## src/hw/rtl/char_lcd_shadow_buffer_refresh_unit_defines.svh

```systemverilog
// Assertion macros for the character display refresh unit.
// Define ASSERT_OFF to compile every check out; no other dependencies.
`ifndef CHAR_LCD_SHADOW_BUFFER_REFRESH_UNIT_DEFINES_SVH
`define CHAR_LCD_SHADOW_BUFFER_REFRESH_UNIT_DEFINES_SVH

`ifndef ASSERT_OFF
// Check a property on every clock edge outside of reset.
`define CLSBR_ASSERT(lbl, prop, msg) \
  lbl: assert property (@(posedge clk) disable iff (rst) prop) else $error(msg);
// Check a property on every clock edge, reset included.
`define CLSBR_ASSERT_RST(lbl, prop, msg) \
  lbl: assert property (@(posedge clk) prop) else $error(msg);
`else
`define CLSBR_ASSERT(lbl, prop, msg)
`define CLSBR_ASSERT_RST(lbl, prop, msg)
`endif

`endif

```

## src/hw/rtl/clsbr_pkg.sv

```systemverilog
// Shared types and constants of the character display refresh unit.
// No dependencies.
package clsbr_pkg;

  // Default display geometry
  localparam int ROWS_DEF = 2;
  localparam int COLS_DEF = 16;

  // Fill code of a cleared cell
  localparam logic [7:0] SPACE_CODE = 8'h20;

  // Result kinds
  localparam logic KIND_MOVE = 1'b0;
  localparam logic KIND_CHAR = 1'b1;

  // Command codes
  typedef enum logic [1:0] {
    CMD_LOCATE  = 2'd0,
    CMD_WRITE   = 2'd1,
    CMD_CLEAR   = 2'd2,
    CMD_REFRESH = 2'd3
  } cmd_t;

  // Sequencer states
  typedef enum logic [2:0] {
    ST_IDLE,
    ST_CLR,
    ST_RD,
    ST_CMP,
    ST_MOVE,
    ST_CHAR,
    ST_FLUSH
  } state_t;

  // One display result
  typedef struct packed {
    logic       kind;
    logic [3:0] col;
    logic       row;
    logic [7:0] chr;
  } res_t;

endpackage

```

## src/hw/rtl/char_lcd_shadow_buffer_refresh_unit.sv

```systemverilog
// Top level of the character display refresh unit: frame and shadow memories
// and the sequencer that walks them. Uses clsbr_pkg and the defines header.
//
// The block holds a ROWS x COLS character frame and a shadow of what the
// display shows, and turns refresh commands into a stream that opens with a
// cursor move to the row's first cell, then cursor moves and characters for
// the cells that changed, the final one marked by m_tlast. Locate and write
// are taken while idle. Clear sweeps the frame memory with spaces, one cell
// a cycle, accepting nothing meanwhile. A refresh of a valid row reads and
// then compares each column in the registered-read memories, and passes each
// result through the single output register, stalling while m_tready is low.
// A refresh of a row out of range gives nothing. After reset both memories
// read as zero.
`include "char_lcd_shadow_buffer_refresh_unit_defines.svh"

module char_lcd_shadow_buffer_refresh_unit
  import clsbr_pkg::*;
#(
  parameter int ROWS = ROWS_DEF,
  parameter int COLS = COLS_DEF
) (
  input  logic        clk,
  input  logic        rst,
  input  logic        s_tvalid,
  output logic        s_tready,
  input  logic [23:0] s_tdata,   // col[7:0], row[15:8], character[23:16]
  input  logic [1:0]  s_tuser,   // command[1:0]
  output logic        m_tvalid,
  input  logic        m_tready,
  output logic [15:0] m_tdata,   // out_col[3:0], out_row[4], out_char[12:5], zero[15:13]
  output logic        m_tuser,   // kind[0]
  output logic        m_tlast
);

  localparam int CELLS  = ROWS * COLS;
  localparam int CELL_W = $clog2(CELLS);
  localparam int COL_W  = $clog2(COLS);
  localparam int ROW_W  = (ROWS > 1) ? $clog2(ROWS) : 1;

  // Input fields
  cmd_t       cmd;
  logic [7:0] in_col;
  logic [7:0] in_row;
  logic [7:0] in_char;

  assign cmd     = cmd_t'(s_tuser);
  assign in_col  = s_tdata[7:0];
  assign in_row  = s_tdata[15:8];
  assign in_char = s_tdata[23:16];

  // State
  state_t state, state_next;
  logic [7:0]        cursor_col;
  logic [7:0]        cursor_row;
  logic              run_flag;
  logic [ROW_W-1:0]  ref_row;
  logic [COL_W-1:0]  x;
  logic [CELL_W-1:0] clr_addr;
  logic [7:0]        char_q;
  res_t              pend;
  res_t              m_res;

  // Memories with per-entry valid bits
  logic [7:0]       frame_mem  [CELLS];
  logic [7:0]       shadow_mem [CELLS];
  logic [CELLS-1:0] frame_vld;
  logic [CELLS-1:0] shadow_vld;
  logic [7:0]       frame_q;
  logic [7:0]       shadow_q;
  logic             frame_vld_q;
  logic             shadow_vld_q;

  // Control
  logic              accept;
  logic              out_free;
  logic              push;
  logic              last_col;
  logic              col_step;
  logic              cell_diff;
  logic              write_ok;
  logic              ref_ok;
  logic              fwr_en;
  logic [CELL_W-1:0] fwr_addr;
  logic [7:0]        fwr_data;
  logic [CELL_W-1:0] cell_addr;
  logic [CELL_W-1:0] cur_addr;
  logic [7:0]        frame_d;
  logic [7:0]        shadow_d;

  assign accept    = s_tvalid && s_tready;
  assign out_free  = !m_tvalid || m_tready;
  assign last_col  = (x == COL_W'(COLS - 1));
  assign write_ok  = (cursor_col < 8'(COLS)) && (cursor_row < 8'(ROWS));
  assign ref_ok    = (in_row < 8'(ROWS));
  assign cell_addr = CELL_W'(int'(ref_row) * COLS + int'(x));
  assign cur_addr  = CELL_W'(int'(cursor_row) * COLS + int'(cursor_col));
  assign frame_d   = frame_vld_q ? frame_q : 8'h00;
  assign shadow_d  = shadow_vld_q ? shadow_q : 8'h00;
  assign cell_diff = (frame_d != shadow_d);

  // Next state
  always_comb begin
    state_next = state;
    case (state)
      ST_IDLE: begin
        if (accept) begin
          if (cmd == CMD_CLEAR) begin
            state_next = ST_CLR;
          end else if (cmd == CMD_REFRESH && ref_ok) begin
            state_next = ST_RD;
          end
        end
      end
      ST_CLR: begin
        if (clr_addr == CELL_W'(CELLS - 1)) begin
          state_next = ST_IDLE;
        end
      end
      ST_RD: state_next = ST_CMP;
      ST_CMP: begin
        if (cell_diff) begin
          state_next = run_flag ? ST_CHAR : ST_MOVE;
        end else begin
          state_next = last_col ? ST_FLUSH : ST_RD;
        end
      end
      ST_MOVE: begin
        if (out_free) begin
          state_next = ST_CHAR;
        end
      end
      ST_CHAR: begin
        if (out_free) begin
          state_next = last_col ? ST_FLUSH : ST_RD;
        end
      end
      ST_FLUSH: begin
        if (out_free) begin
          state_next = ST_IDLE;
        end
      end
      default: state_next = ST_IDLE;
    endcase
  end

  // Control outputs
  always_comb begin
    s_tready = 1'b0;
    push     = 1'b0;
    col_step = 1'b0;
    fwr_en   = 1'b0;
    fwr_addr = cur_addr;
    fwr_data = in_char;
    case (state)
      ST_IDLE: begin
        s_tready = 1'b1;
        fwr_en   = accept && (cmd == CMD_WRITE) && write_ok;
      end
      ST_CLR: begin
        fwr_en   = 1'b1;
        fwr_addr = clr_addr;
        fwr_data = SPACE_CODE;
      end
      ST_CMP:   col_step = !cell_diff && !last_col;
      ST_MOVE:  push = out_free;
      ST_CHAR: begin
        push     = out_free;
        col_step = out_free && !last_col;
      end
      ST_FLUSH: push = out_free;
      default: ;
    endcase
  end

  // Hold sequencer and cursor registers
  always_ff @(posedge clk) begin
    if (rst) begin
      state      <= ST_IDLE;
      cursor_col <= 8'd0;
      cursor_row <= 8'd0;
      run_flag   <= 1'b0;
      clr_addr   <= '0;
      x          <= '0;
    end else begin
      state <= state_next;
      if (accept) begin
        case (cmd)
          CMD_LOCATE: begin
            cursor_col <= in_col;
            cursor_row <= in_row;
          end
          CMD_WRITE: begin
            if (write_ok) begin
              if (cursor_col == 8'(COLS - 1)) begin
                cursor_col <= 8'd0;
                cursor_row <= (cursor_row == 8'(ROWS - 1)) ? 8'd0 : cursor_row + 8'd1;
              end else begin
                cursor_col <= cursor_col + 8'd1;
              end
            end
          end
          CMD_CLEAR: begin
            cursor_col <= 8'd0;
            cursor_row <= 8'd0;
            clr_addr   <= '0;
          end
          CMD_REFRESH: x <= '0;
          default: ;
        endcase
      end
      if (state == ST_CLR) begin
        clr_addr <= clr_addr + CELL_W'(1);
      end
      if (state == ST_CMP) begin
        run_flag <= cell_diff;
      end
      if (col_step) begin
        x <= x + COL_W'(1);
      end
    end
  end

  // Capture refresh row, changed character and pending result
  always_ff @(posedge clk) begin
    if (accept && cmd == CMD_REFRESH && ref_ok) begin
      ref_row  <= ROW_W'(in_row);
      pend     <= '{kind: KIND_MOVE, col: 4'd0, row: in_row[0], chr: 8'h00};
    end
    if (state == ST_CMP) begin
      char_q <= frame_d;
    end
    if (state == ST_MOVE && out_free) begin
      pend <= '{kind: KIND_MOVE, col: 4'(x), row: ref_row[0], chr: 8'h00};
    end
    if (state == ST_CHAR && out_free) begin
      pend <= '{kind: KIND_CHAR, col: 4'd0, row: 1'b0, chr: char_q};
    end
  end

  // Output register: the pending result moves here when a newer one arrives or the run is flushed
  always_ff @(posedge clk) begin
    if (rst) begin
      m_tvalid <= 1'b0;
    end else if (push) begin
      m_tvalid <= 1'b1;
    end else if (m_tready) begin
      m_tvalid <= 1'b0;
    end
  end

  always_ff @(posedge clk) begin
    if (push) begin
      m_res   <= pend;
      m_tlast <= (state == ST_FLUSH);
    end
  end

  assign m_tuser = m_res.kind;
  assign m_tdata = {3'b000, m_res.chr, m_res.row, m_res.col};

  // Valid bits: reset reads as zero until an entry is written
  always_ff @(posedge clk) begin
    if (rst) begin
      frame_vld  <= '0;
      shadow_vld <= '0;
    end else begin
      if (fwr_en) begin
        frame_vld[fwr_addr] <= 1'b1;
      end
      if (state == ST_CMP && cell_diff) begin
        shadow_vld[cell_addr] <= 1'b1;
      end
    end
  end

  // Frame memory: one write port, one registered read port
  always_ff @(posedge clk) begin
    if (fwr_en) begin
      frame_mem[fwr_addr] <= fwr_data;
    end
    if (state == ST_RD) begin
      frame_q     <= frame_mem[cell_addr];
      frame_vld_q <= frame_vld[cell_addr];
    end
  end

  // Shadow memory: copy changed cells back during the compare
  always_ff @(posedge clk) begin
    if (state == ST_CMP && cell_diff) begin
      shadow_mem[cell_addr] <= frame_d;
    end
    if (state == ST_RD) begin
      shadow_q     <= shadow_mem[cell_addr];
      shadow_vld_q <= shadow_vld[cell_addr];
    end
  end

  // Checks
  `CLSBR_ASSERT(a_cmp_after_rd, state == ST_CMP |-> $past(state) == ST_RD, "compare without read")
  `CLSBR_ASSERT(a_flush_last, (state == ST_FLUSH && out_free) |=> (state == ST_IDLE && m_tvalid && m_tlast), "refresh run not closed with last")
  `CLSBR_ASSERT(a_no_frame_write_in_refresh, (state != ST_IDLE && state != ST_CLR) |-> !fwr_en, "frame written during refresh")
  `CLSBR_ASSERT_RST(a_reset_out_idle, rst |=> !m_tvalid, "output valid after reset")

endmodule

```

## config.mk

```make
export PLATFORM = sky130hd
export DESIGN_NAME = char_lcd_shadow_buffer_refresh_unit
export DESIGN_NICKNAME = d
export VERILOG_FILES = /design/src/hw/rtl/clsbr_pkg.sv /design/src/hw/rtl/char_lcd_shadow_buffer_refresh_unit.sv
export VERILOG_INCLUDE_DIRS = /design/src /design/src/hw/rtl
export SDC_FILE = /design/constraint.sdc
export NUM_CORES = 1
export LEC_CHECK = 0
export BUFFER_PORTS_ARGS = -buffer_cell sky130_fd_sc_hd__buf_2
export CAP_MARGIN = 20
export CORE_MARGIN = 2
export CORE_UTILIZATION = 60
export CTS_BUF_LIST = sky130_fd_sc_hd__clkbuf_16
export DETAILED_ROUTE_END_ITERATION = 16
export PLACE_DENSITY_LB_ADDON = 0.08
export RECOVER_POWER = 25
export SYNTH_ARGS = -nofsm -noshare
export SYNTH_HDL_FRONTEND = slang
export SYNTH_SLANG_ARGS = --single-unit
export TNS_END_PERCENT = 100
```

## constraint.sdc

```tcl
create_clock -name clk -period 7.8 [get_ports clk]
set_input_delay 1.56 -clock clk [delete_from_list [all_inputs] [get_ports clk]]
set_output_delay 1.56 -clock clk [all_outputs]
set_load 0.02 [all_outputs]
```

==> metrics.md <==
| Metric | Value |
|---|---|
| Failing checks | capacitance limit, slew limit |
| Period utilization | 0.621 |
| GRT overflow | 0 |
| Final wirelength | 59100 um |
| Worst Path Required | 8.06 ns |
| Clock group share of total power | 0.448 |
| Post-DRT Antenna Nets | 0 |
| Die area | 0.0452 mm^2 |
| Vert. Die Dim | 213 um |
| Initial antenna violation count | 1 |
| Rows | 76 |
| Status | complete, but fails checks |
| Async SR Flop Fraction | 0 |
| Worst Hold Class | reg2reg |
| Post-cts resize count | 0 |
| CP Max Fanout | 94 |
| Ys flop type | edfxtp_1 |
| Yosys warns | 0 |
| R2r worst-path depth | 5 |
| # DRC | 0 |
| WL per Instance | 26.8 um |
| Vias per cell | 6.44 |
| Power per Cell Area | 259 mW/mm^2 |
| Met2 usage | 0.398 |
| Hold depth | 0 |
| Starting Density | 0.608 |
| # diodes | 0 |
| RSZ-0062 raised after global routing | false |
| GRT met1 Usage | 0.397 |
| Worst Path Arrival | 5.11 ns |
| Slowest CP cell | clkbuf_1 |
| Max-cap viol count | 6 |
| Final hold violation count | 0 |
| Leakage | 0.00934 uW |
| NetSw | 1550 uW |
| Synth Cell Area | 0.0261 mm^2 |
| Hold path endpoint | m_tdata[6] |
| CP cell instances | buf_2 -> clkbuf_1 -> nor2_1 |
| Max Fclk | 206 MHz |
| Final instance area | 0.0293 mm^2 |
| CTS tree | done |
| Int Pwr | 6040 uW |
| Most frequent cells in the layout | edfxtp_1, nor2_1, mux4_2 |
| R2R Path End | shadow_mem[19][4] |
| Number of synthesized flops with an enable pin | 562 |
| Peak VDD IR | 0.172 mV |
| Global routing's busiest layer | met2 |
| Pre-antenna DRT Iters | 5 |
| CTS Hold Bufs | 0 |
| Rel. slew slack | -2.02 |
| CP Launch Type | primary input |
| I/O Buffers | 46 |
| Max clock buf depth | 3 |
| Seq cells post-synth | 662 |
| Sequential Power Share | 0.517 |
| # setup viols final | 0 |
| Final min period | 4.84 ns |
| Largest net degree at the start of global routing | 95 |
| Yosys top cell area share | 0.646 |
| Setup tns final | 0 ns |
| Synth-to-Final Area Change | 12.0% |
| Clock slew seen by the registers of the worst setup and hold paths | 0.06 ns |
| Sequential fraction of the synthesis area | 0.723 |
| Synth Instances | 1515 |
| Dominant cells by area after synthesis | edfxtp_1, mux4_2, dfxtp_1 |
| Hpwl dp | 36100 um |
| Synth area leader | edfxtp_1 |
| R2R setup slack | 4.09 ns |
| # H-tree levels | 3 |
| Critical path type | in2reg |
| Initial DRC Count | 1658 |
| Layout cell share with drive strength beyond 1 | 0.213 |
| Placed Area | 0.0270 mm^2 |
| Clock sinks | 662 |
| Die W | 213 um |
| Worst-margin pin slew | 4.53 ns |
| Syn avg cell area | 17.2 um^2 |
| Global-route wire length before repair | 86800 um |
| Sw Share | 0.204 |
| Worst skew pair latency | 0.59 ns |
| GRT Util Overall | 0.268 |
| Total CTS buffers | 68 |
| Number of global-route vias before repair | 13.7k |
| Nets | 1616 |
| Min-delay src | pend[1] |
| Final Max Tran Viols | 265 |
| Slowest stage delay, CP | 3.15 ns |
| Core Area | 0.0430 mm^2 |
| Vias after detailed routing | 14.2k |
| Commonest non-fill, non-tap cell in the layout | edfxtp_1 |
| Met3 usage | 0.0755 |
| RD Place Congestion | 0.841 |
| CP endpoint kind | flop |
| Synth unique cells | 68 |
| Ports | 50 |
| Clk root buf | clkbuf_16 |
| Worst reg2reg startpoint | state[0] |
| Worst Skew | 0.0202 ns |
| Logic pwr share | 0.035 |
| Post-CTS Setup Inserts | 0 |
[area by class of cell]
type | instances | area [um^2]
fill | 2819 | 13700
clock inverter | 45 | 520
timing repair buffer | 74 | 392
clock buffer | 73 | 1830
inverter | 17 | 63.8
tap | 585 | 732
multi-input combinational | 751 | 6850
sequential | 662 | 18900
[power groups by stage]
stage / Sequential (uW) / Combinational [uW] / Clock (uW)
final: 3920 / 269 / 3400
after global routing: 3930 / 291 / 3580
after CTS: 3920 / 273 / 3440
after detailed placement: 4000 / 272 / 0
after global placement: 4000 / 264 / 0
after floorplan: 3980 / 165 / 0
[layer usage]
layer	vias to the layer above	routed length (um)
li1	6162	-
met1	7263	25000
met2	701	26700
met3	86	6150
met4	0	1220
met5	-	0
[worst max-delay path: cells and delay by family]
kind / cells / cell delay, ns
buffers and inverters: 2 / 3.22
and+or+nand+nor: 1 / 0.28
[flip-flops by register name, summed over array words and instances (netlist names), 5 cells and up]
signal      cells
cursor_row      8
frame_mem     256
m_tdata        13
frame_vld      32
char_q          8
shadow_mem    256
clr_addr        5
pend           14
shadow_vld     32
shadow_q        8
frame_q         8
cursor_col      8
[worst max-delay path by stage]
stage,start,to,slack [ns]
4_1_cts,state[0],shadow_mem[7][3],4.11
6_report,rst,shadow_vld[27],2.96
3_5_place_dp,s_tvalid,frame_mem[9][5],3.79
3_3_place_gp,s_tvalid,frame_mem[22][3],3.90
2_1_floorplan,s_tvalid,frame_mem[22][0],4.40
5_1_grt,rst,shadow_vld[27],2.72
[cells in the mapped netlist (8+ instances only)]
library cell,number
edfxtp_1,562
nor2_1,158
mux4_2,144
dfxtp_1,100
a21oi_1,86
a22oi_1,79
clkbuf_1,61
nand2_1,44
nand4_1,25
nand3_1,20
o21ai_0,20
and2_1,19
inv_1,16
and3_1,15
buf_2,15
a211oi_1,12
ha_1,12
nand2b_1,9
nor3_1,9
nor2_4,8
o21ba_1,8
[metrics by stage]
step                      utilization  power (uW)  std cells  hold WS, ns  worst slack, ns
after global placement          0.627        4260       2083        0.406             3.90
after floorplan                     -        4150       1517        0.400             4.40
after global routing            0.681        7790       2207        0.426             2.72
final                           0.681        7590       2207        0.418             2.96
after CTS                       0.682        7630       2203        0.420             4.11
after detailed placement        0.627        4270       2085        0.405             3.79
[kinds of logic after synthesis]
group,count (synthesis),share of synthesized area
adders and majority gates,12,0.00575
DFF,662,0.723
muxes,146,0.125
AOI/OAI and AO/OA,239,0.0614
and+or+nand+nor,346,0.0668
other,1,0.000144
buffers and inverters,104,0.0167
xor gates and xnor gates,5,0.00168
(Power assumes the default switching activity.)
